===== src/rtl/rhc_pkg.sv =====
// Package for the RGB to HSV converter: widths, channel payload structs and
// the record that travels down the divider cell chain. No dependencies.
`timescale 1ns / 1ps

package rhc_pkg;

	// Component code width and fraction width of hue and saturation
	localparam int COMP_BITS = 8;
	localparam int FRAC_BITS = 16;
	// Hue numerator and divisor hold up to six times the component span
	localparam int HUE_BITS  = COMP_BITS + 3;

	typedef struct packed {
		logic [COMP_BITS-1:0] red;
		logic [COMP_BITS-1:0] green;
		logic [COMP_BITS-1:0] blue;
		logic [COMP_BITS-1:0] alpha_in;
	} pixel_t;

	typedef struct packed {
		logic [FRAC_BITS-1:0] hue;
		logic [FRAC_BITS-1:0] saturation;
		logic [COMP_BITS-1:0] value;
		logic [COMP_BITS-1:0] alpha_out;
	} hsv_t;

	// Partial state of both divisions plus the pass-through fields
	typedef struct packed {
		logic [COMP_BITS-1:0] sat_rem;
		logic [COMP_BITS-1:0] sat_div;
		logic [FRAC_BITS-1:0] sat_low;
		logic [FRAC_BITS-1:0] sat_quo;
		logic [HUE_BITS-1:0]  hue_rem;
		logic [HUE_BITS-1:0]  hue_div;
		logic [FRAC_BITS-1:0] hue_quo;
		logic                 grey;
		logic [COMP_BITS-1:0] value;
		logic [COMP_BITS-1:0] alpha;
	} div_stage_t;

endpackage


===== src/rtl/rgb_to_hsv_convert_core.sv =====
// Pipeline: one front stage, one divider cell per fraction bit, one output register.
// Throughput: one pixel per cycle while hsv_stall is low; each stage holds
// only while the stage after it is full and stalled, so bubbles are squeezed out.
// Reset clears all valid flags asynchronously; payload registers are not reset.
// Top level of the converter; uses rhc_pkg, rhc_prep and rhc_div_cell.
`timescale 1ns / 1ps

module rgb_to_hsv_convert_core import rhc_pkg::*; (
	input  logic   clk,
	input  logic   arst_n,
	input  logic   pixel_valid,
	output logic   pixel_stall,
	input  pixel_t pixel,
	output logic   hsv_valid,
	input  logic   hsv_stall,
	output hsv_t   hsv
);

	logic       vld [0:FRAC_BITS];
	div_stage_t stg [0:FRAC_BITS];
	logic       ld  [0:FRAC_BITS];
	logic       prep_load;
	logic       res_valid_q;
	hsv_t       res_q, res_nxt;

	// Output register loads when empty or drained
	assign ld[FRAC_BITS] = !res_valid_q || !hsv_stall;

	rhc_prep u_prep (
		.clk       (clk),
		.arst_n    (arst_n),
		.load      (prep_load),
		.pix_valid (pixel_valid),
		.pix       (pixel),
		.valid_s1  (vld[0]),
		.stage_s1  (stg[0])
	);

	assign prep_load   = !vld[0] || ld[0];
	assign pixel_stall = !prep_load;

	// Divider chain, one quotient bit per cell
	for (genvar k = 0; k < FRAC_BITS; k++) begin : g_cell
		assign ld[k] = !vld[k+1] || ld[k+1];

		rhc_div_cell u_cell (
			.clk      (clk),
			.arst_n   (arst_n),
			.load     (ld[k]),
			.in_valid (vld[k]),
			.in_stage (stg[k]),
			.valid_q  (vld[k+1]),
			.stage_q  (stg[k+1])
		);
	end

	// Drop hue and saturation for grey and black pixels
	always_comb begin
		res_nxt.hue        = stg[FRAC_BITS].grey ? '0 : stg[FRAC_BITS].hue_quo;
		res_nxt.saturation = stg[FRAC_BITS].grey ? '0 : stg[FRAC_BITS].sat_quo;
		res_nxt.value      = stg[FRAC_BITS].value;
		res_nxt.alpha_out  = stg[FRAC_BITS].alpha;
	end

	always_ff @(posedge clk or negedge arst_n) begin
		if (!arst_n) begin
			res_valid_q <= 1'b0;
		end else if (ld[FRAC_BITS]) begin
			res_valid_q <= vld[FRAC_BITS];
		end
	end

	always_ff @(posedge clk) begin
		if (ld[FRAC_BITS]) begin
			res_q <= res_nxt;
		end
	end

	assign hsv_valid = res_valid_q;
	assign hsv       = res_q;

	// A black pixel carries no hue and no saturation
	a_black_zero : assert property (@(posedge clk) disable iff (!arst_n)
		(res_valid_q && res_q.value == '0) |->
		(res_q.hue == '0 && res_q.saturation == '0))
		else $error("black pixel with nonzero hue or saturation");

	// Zero saturation only for grey pixels, which have zero hue
	a_sat_hue : assert property (@(posedge clk) disable iff (!arst_n)
		(res_valid_q && res_q.saturation == '0) |-> (res_q.hue == '0))
		else $error("zero saturation with nonzero hue");

	// An accepted transaction lands in the front stage
	a_accept : assert property (@(posedge clk) disable iff (!arst_n)
		(pixel_valid && !pixel_stall) |=> vld[0])
		else $error("accepted transaction lost at front stage");

	// A front stage item moves into the first cell when the chain advances
	a_advance : assert property (@(posedge clk) disable iff (!arst_n)
		(vld[0] && ld[0]) |=> vld[1])
		else $error("front stage item lost entering divider chain");

endmodule


===== src/rtl/rhc_prep.sv =====
// Front stage of the converter: max/min, sector numerator and divisors.
// Depends on rhc_pkg; feeds the first divider cell.
`timescale 1ns / 1ps

module rhc_prep import rhc_pkg::*; (
	input  logic       clk,
	input  logic       arst_n,
	input  logic       load,
	input  logic       pix_valid,
	input  pixel_t     pix,
	output logic       valid_s1,
	output div_stage_t stage_s1
);

	logic [COMP_BITS-1:0]           r, g, b, vmax, vmin, d;
	logic [HUE_BITS-1:0]            d_x, two_d, four_d, six_d, num, num_fix;
	logic [COMP_BITS+FRAC_BITS-1:0] sat_num;
	div_stage_t                     nxt;

	assign r = pix.red;
	assign g = pix.green;
	assign b = pix.blue;

	// Pick largest (red wins ties, then green) and smallest
	always_comb begin
		if (r >= g && r >= b) begin
			vmax = r;
		end else if (g >= b) begin
			vmax = g;
		end else begin
			vmax = b;
		end
		if (r <= g && r <= b) begin
			vmin = r;
		end else if (g <= b) begin
			vmin = g;
		end else begin
			vmin = b;
		end
	end

	assign d      = vmax - vmin;
	assign d_x    = {3'b000, d};
	assign two_d  = d_x << 1;
	assign four_d = d_x << 2;
	assign six_d  = four_d + two_d;

	// Sector position scaled by the span
	always_comb begin
		if (r == vmax) begin
			if (g == vmin) begin
				num = six_d - {3'b000, b - vmin};
			end else begin
				num = {3'b000, g - vmin};
			end
		end else if (g == vmax) begin
			if (b == vmin) begin
				num = two_d - {3'b000, r - vmin};
			end else begin
				num = two_d + {3'b000, b - vmin};
			end
		end else begin
			if (r == vmin) begin
				num = four_d - {3'b000, g - vmin};
			end else begin
				num = four_d + {3'b000, r - vmin};
			end
		end
	end

	// Wrap a full turn to zero so the quotient fits the fraction width
	assign num_fix = (num == six_d) ? '0 : num;

	// d * (2^FRAC_BITS - 1) as a shift and subtract
	assign sat_num = {d, {FRAC_BITS{1'b0}}} - {{FRAC_BITS{1'b0}}, d};

	always_comb begin
		nxt.sat_rem = sat_num[COMP_BITS+FRAC_BITS-1:FRAC_BITS];
		nxt.sat_low = sat_num[FRAC_BITS-1:0];
		nxt.sat_div = vmax;
		nxt.sat_quo = '0;
		nxt.hue_rem = num_fix;
		nxt.hue_div = six_d;
		nxt.hue_quo = '0;
		nxt.grey    = (d == '0);
		nxt.value   = vmax;
		nxt.alpha   = pix.alpha_in;
	end

	// Stage valid
	always_ff @(posedge clk or negedge arst_n) begin
		if (!arst_n) begin
			valid_s1 <= 1'b0;
		end else if (load) begin
			valid_s1 <= pix_valid;
		end
	end

	// Stage payload
	always_ff @(posedge clk) begin
		if (load) begin
			stage_s1 <= nxt;
		end
	end

endmodule


===== src/rtl/rhc_div_cell.sv =====
// One cell of the divider chain: one restoring step of the saturation and
// the hue division, result registered. Depends on rhc_pkg.
`timescale 1ns / 1ps

module rhc_div_cell import rhc_pkg::*; (
	input  logic       clk,
	input  logic       arst_n,
	input  logic       load,
	input  logic       in_valid,
	input  div_stage_t in_stage,
	output logic       valid_q,
	output div_stage_t stage_q
);

	logic [COMP_BITS:0] sat_trial;
	logic [HUE_BITS:0]  hue_trial;
	logic               sat_bit, hue_bit;
	div_stage_t         nxt;

	// Shift in the next dividend bit and trial-subtract
	assign sat_trial = {in_stage.sat_rem, in_stage.sat_low[FRAC_BITS-1]};
	assign hue_trial = {in_stage.hue_rem, 1'b0};
	assign sat_bit   = (sat_trial >= {1'b0, in_stage.sat_div});
	assign hue_bit   = (hue_trial >= {1'b0, in_stage.hue_div});

	always_comb begin
		nxt         = in_stage;
		nxt.sat_low = {in_stage.sat_low[FRAC_BITS-2:0], 1'b0};
		nxt.sat_quo = {in_stage.sat_quo[FRAC_BITS-2:0], sat_bit};
		nxt.hue_quo = {in_stage.hue_quo[FRAC_BITS-2:0], hue_bit};
		if (sat_bit) begin
			nxt.sat_rem = COMP_BITS'(sat_trial - {1'b0, in_stage.sat_div});
		end else begin
			nxt.sat_rem = sat_trial[COMP_BITS-1:0];
		end
		if (hue_bit) begin
			nxt.hue_rem = HUE_BITS'(hue_trial - {1'b0, in_stage.hue_div});
		end else begin
			nxt.hue_rem = hue_trial[HUE_BITS-1:0];
		end
	end

	// Advance valid
	always_ff @(posedge clk or negedge arst_n) begin
		if (!arst_n) begin
			valid_q <= 1'b0;
		end else if (load) begin
			valid_q <= in_valid;
		end
	end

	// Advance payload
	always_ff @(posedge clk) begin
		if (load) begin
			stage_q <= nxt;
		end
	end

endmodule


===== config.mk =====
export PLATFORM = sky130hd
export DESIGN_NAME = rgb_to_hsv_convert_core
export DESIGN_NICKNAME = d
export VERILOG_FILES = /design/src/rtl/rhc_pkg.sv /design/src/rtl/rgb_to_hsv_convert_core.sv /design/src/rtl/rhc_prep.sv /design/src/rtl/rhc_div_cell.sv
export SDC_FILE = /design/constraint.sdc
export NUM_CORES = 2
export LEC_CHECK = 0
export BUFFER_PORTS_ARGS = -buffer_cell sky130_fd_sc_hd__buf_2
export CORE_ASPECT_RATIO = 1.4
export CORE_MARGIN = 5
export CORE_UTILIZATION = 60
export CTS_BUF_LIST = sky130_fd_sc_hd__clkbuf_16
export DETAILED_ROUTE_END_ITERATION = 10
export GPL_TIMING_DRIVEN = 0
export HOLD_SLACK_MARGIN = 0.05
export PLACE_DENSITY = 0.76
export SYNTH_ARGS = -nofsm -noshare
export SYNTH_HDL_FRONTEND = slang
export SYNTH_HIERARCHICAL = 1
export SYNTH_SLANG_ARGS = --single-unit

===== constraint.sdc =====
create_clock -name clk -period 12.5 [get_ports clk]
set_input_delay 1.25 -clock clk [delete_from_list [all_inputs] [get_ports clk]]
set_output_delay 1.25 -clock clk [all_outputs]
set_load 0.01 [all_outputs]

# Word-level counts from Yosys, hierarchy flattened
# Index checks and enable logic that the tools add are counted.
# W data, S select, Z words.
dict set report classes {
  add_sub_neg 41
  order_cmp 38
  n_reduce_logical 41
  mux 39
  eq_ne 6
}
# op count
set op_table {}
lappend op_table {{$mux W11} 20}
lappend op_table {{$ge A12 B11 Y1} 16}
lappend op_table {{$sub A11 B11 Y11} 15}
lappend op_table {{$mux W8} 19}
lappend op_table {{$sub A8 B8 Y8} 19}
lappend op_table {{$ge A9 B8 Y1} 16}
lappend op_table {{$eq A8 B8 Y1} 5}
lappend op_table {{$ge A8 B8 Y1} 3}
lappend op_table {{$le A8 B8 Y1} 3}
lappend op_table {{$sub A24 B8 Y24} 1}
lappend op_table {{$logic_not A1 Y1} 20}
lappend op_table {{$logic_or A1 B1 Y1} 18}
lappend op_table {{$add A10 B8 Y11} 1}
lappend op_table {{$add A10 B9 Y11} 1}
lappend op_table {{$eq A11 B11 Y1} 1}
lappend op_table {{$sub A10 B8 Y11} 1}
lappend op_table {{$sub A11 B8 Y11} 1}
lappend op_table {{$add A9 B8 Y10} 1}
lappend op_table {{$sub A9 B8 Y10} 1}
lappend op_table {{$logic_not A8 Y1} 1}
lappend op_table {{$logic_and A1 B1 Y1} 2}
dict set report totals {
  out_inout_bits 50
  elab_cells 349
  in_bits 36
  ff_bits 1243
}

# Logic depth before layout (Yosys ltp)
dict set report depth {
  word_depth 20
  ltp_mapped 31
  mapped_depth_nobuf 30
}

# By module
# The synthesis kept the hierarchy.
# module area_per_inst_um2 n_inst seq_area_each_um2 cells_per_inst
set modules_own_cells {}
lappend modules_own_cells {{rhc_div_cell (g_cell[13].u_cell ...)} 4261.6 9 3088.0 270}
lappend modules_own_cells {{rhc_div_cell (g_cell[0].u_cell ...)} 4211.5 7 3088.0 257}
lappend modules_own_cells {rhc_prep 8106.5 1 1796.7 942}
lappend modules_own_cells {rgb_to_hsv_convert_core 1865.5 1 1466.4 117}

# Least setup slack after synthesis
# No wires, ideal clock.
dict set report synth_path {
  kind {input to register}
  from {input port pixel[15] (netlist bit)}
  to {register u_prep/stage_s1[47] (netlist bit), data pin}
  arrival_time_ns 7.598
  path_slack_ns 4.623
  n_path_buf 3
  required_ns 12.221
  stages 27
  path_cell_list {inv_1 > ha_1 > nand4_1 > or2_0 > a22oi_1 > and3_1 > buf_2 > buf_2 > buf_1 > o21ai_0 > ha_1 > fa_1 > xnor2_1 > inv_1 > fa_1 > xnor2_1 > ha_1 > and2_1 > a31oi_1 > nor2b_1 > xor2_1 > mux2_2 > a211oi_1 > a221o_1 > o311ai_1 > a2111oi_4 > nor3_1}
}
# item line
set synth_lines {}
lappend synth_lines {{start, declared} rgb_to_hsv_convert_core.sv:13} ;# input pixel_t pixel,
lappend synth_lines {{end signal, assigned} rhc_prep.sv:102} ;# stage_s1 <= nxt;
lappend synth_lines {{end, declared} rhc_prep.sv:12} ;# output div_stage_t stage_s1

==> key figures <==
Global routing
  – Remaining global-route overflow: 0
  – Gr usage total: 21.7%
  – First-pass GRT wire length: 199 mm
  – GR Util met3: 2.57%
  – Initial antenna violation count: 1
  – Met2 usage: 43.9%
  – Layer with the highest usage: met2
  – Largest net degree at the start of global routing: 77
  – Number of global-route vias before repair: 39,700
  – Met1 global-route usage: 20.6%

Timing
  – Final setup violation count: 0
  – Max Fclk: 0.103 GHz
  – Hold violation total from the final report: 0
  – Slew headroom: 4.16%
  – Worst Slack Setup Final: 2810 ps
  – Tmin final: 9690 ps
  – Clock skew: 33.5 ps
  – Fin Setup TNS: 0 ps
  – Worst Tran Pin Value: 1430 ps
  – Worst hold slack: 403 ps
  – Final Cycle Share: 77.6%
  – RSZ-0062 raised after global routing: false
  – Final Max Slew Viols: 0

Clock tree
  – Skew-Pair Late Insertion Delay: 720 ps
  – Clock transition at the registers of the reported paths: 70 ps
  – Clock root cell: clkbuf_16
  – CTS tree: done
  – Number of hold buffers added after cts: 0
  – # H-tree levels: 3
  – # Post-CTS Setup Buffers: 0
  – Cts bufs inserted: 119
  – Post_cts resized: 0
  – Sink Count: 1,359
  – Bufs on Longest Clock Path: 3

Die
  – I/O pin total: 86
  – FP Rows: 142
  – Starting Density: 60.5%
  – Full die area: 115,000 sq um
  – Die height: 399 um
  – Area of the core: 107,000 sq um
  – DIE WIDTH: 288 um

Placement
  – RePlAce Congestion: 0.945
  – Buffers on Ports: 85
  – Post-Place Worst Slack: 2160 ps
  – Post-DP HPWL: 89.4 mm
  – Area after DPL: 67,700 sq um

Logic synthesis
  – Post-Syn Area: 64,800 sq um
  – Synth Warn #: 6
  – Syn nets: 5,212
  – Avg Inst Size Synth: 13.7 sq um
  – Syn Inst Count: 4,730

Detailed routing
  – DRT iter0 DRCs: 1,850
  – Detailed Routing Iterations Pass 1: 8
  – # DRC: 0
  – WL final: 124 mm
  – Post-DRT Antenna Nets: 0
  – Avg Vias per Cell: 5.73
  – Via count: 37,300
  – DR WL/cell: 19.1 um

Status
  – Status: complete, no violations

Critical path
  – Crit path max-delay family: compound AO/OA/AOI/OAI gates
  – CP endpoint kind: flip-flop
  – Setup CP Type: in -> reg
  – Worst path bufs/invs: 6
  – Setup crit start: pixel[13]
  – Slowest CP cell: xnor2_1
  – Reg-to-Reg Start: hsv_valid
  – Max stage delay on crit path: 1030 ps
  – CP required: 12,920 ps
  – WP data arrival: 10,110 ps
  – Max Fanout on Critical Path: 10
  – Startpoint types: primary input

Job
  – Max Cap Violations: 0

Layout
  – Fill cells: 7,372
  – Most frequent cells in the layout: edfxtp_1 (1,341), inv_1 (480), ha_1 (406), nor2_1 (335), a21oi_1 (329)
  – Layout cell share with drive strength beyond 1: 13.0%
  – Area grow syn2layout: 10.8%
  – Final instance area: 71,800 sq um
  – # nets final: 5,446
  – Most common cell after layout, fill and taps aside: edfxtp_1

Power
  – Peak supply drop: 308 uV
  – Pwr Density: 317 nW/um^2
  – Leakage: 28.5 nW

Hold path
  – HP Class: reg -> reg
  – Worst hold path startpoint: g_cell[7].u_cell/stage_q[21]
-- final cells by class --
class / count / area [sq um] / share of cell area [%]
diodes: 1 / 2.50 / 0.00348
well taps: 1440 / 1800 / 2.51
inverters: 476 / 1790 / 2.50
clock buffers: 119 / 2980 / 4.15
multi-input cells: 2836 / 22000 / 30.7
clock inverters: 108 / 1120 / 1.56
flip-flops and latches: 1359 / 40700 / 56.7
plain buffers: 59 / 362 / 0.503
repair buffers: 113 / 1010 / 1.41
-- final timing paths --
kind	end	slack (ps)	cells after the start
max	u_prep/stage_s1[47]	2810	28
min	g_cell[8].u_cell/stage_q[22]	400	0
max reg2reg	g_cell[9].u_cell/stage_q[55]	9360	7
min reg2reg	g_cell[8].u_cell/stage_q[22]	400	0
max in group asynchronous	u_prep/valid_s1	11740	1
min in group asynchronous	g_cell[8].u_cell/valid_q	460	1
-- flip-flops by register name, summed over array words and instances, names as in the netlist --
name,cells
u_prep/valid_s1,1
hsv,48
hsv_valid,1
g_cell.u_cell/stage_q,1234
u_prep/stage_s1,59
g_cell.u_cell/valid_q,16
-- worst reg2reg max path: cells and delay by family (launching register included) --
family	cells	cell delay, ps
and+or+nand+nor	3	1480
buffers and inverters	4	950
DFF	1	460
-- metrics by stage --
step                power [mW]  instances  util (%)
floorplan                 16.3       4730         -
global placement          18.4       6255      62.6
detailed placement        18.8       6283      63.2
CTS                       22.8       6510      67.0
global route              24.3       6510      67.0
finish                    22.8       6511      67.0
-- metal layers --
metal | share of wire, % | wire length [um]
met5 | 0.0056 | 7
met4 | 6.2 | 7740
met3 | 3.1 | 3800
met2 | 58 | 71400
met1 | 33 | 41200
-- power by group --
part / internal [mW] / switching [mW]
clock network: 2.11 / 1.65
registers: 7.50 / 0.760
logic: 4.78 / 5.98
total: 14.4 / 8.39
Power figures use the tool's default switching activity.
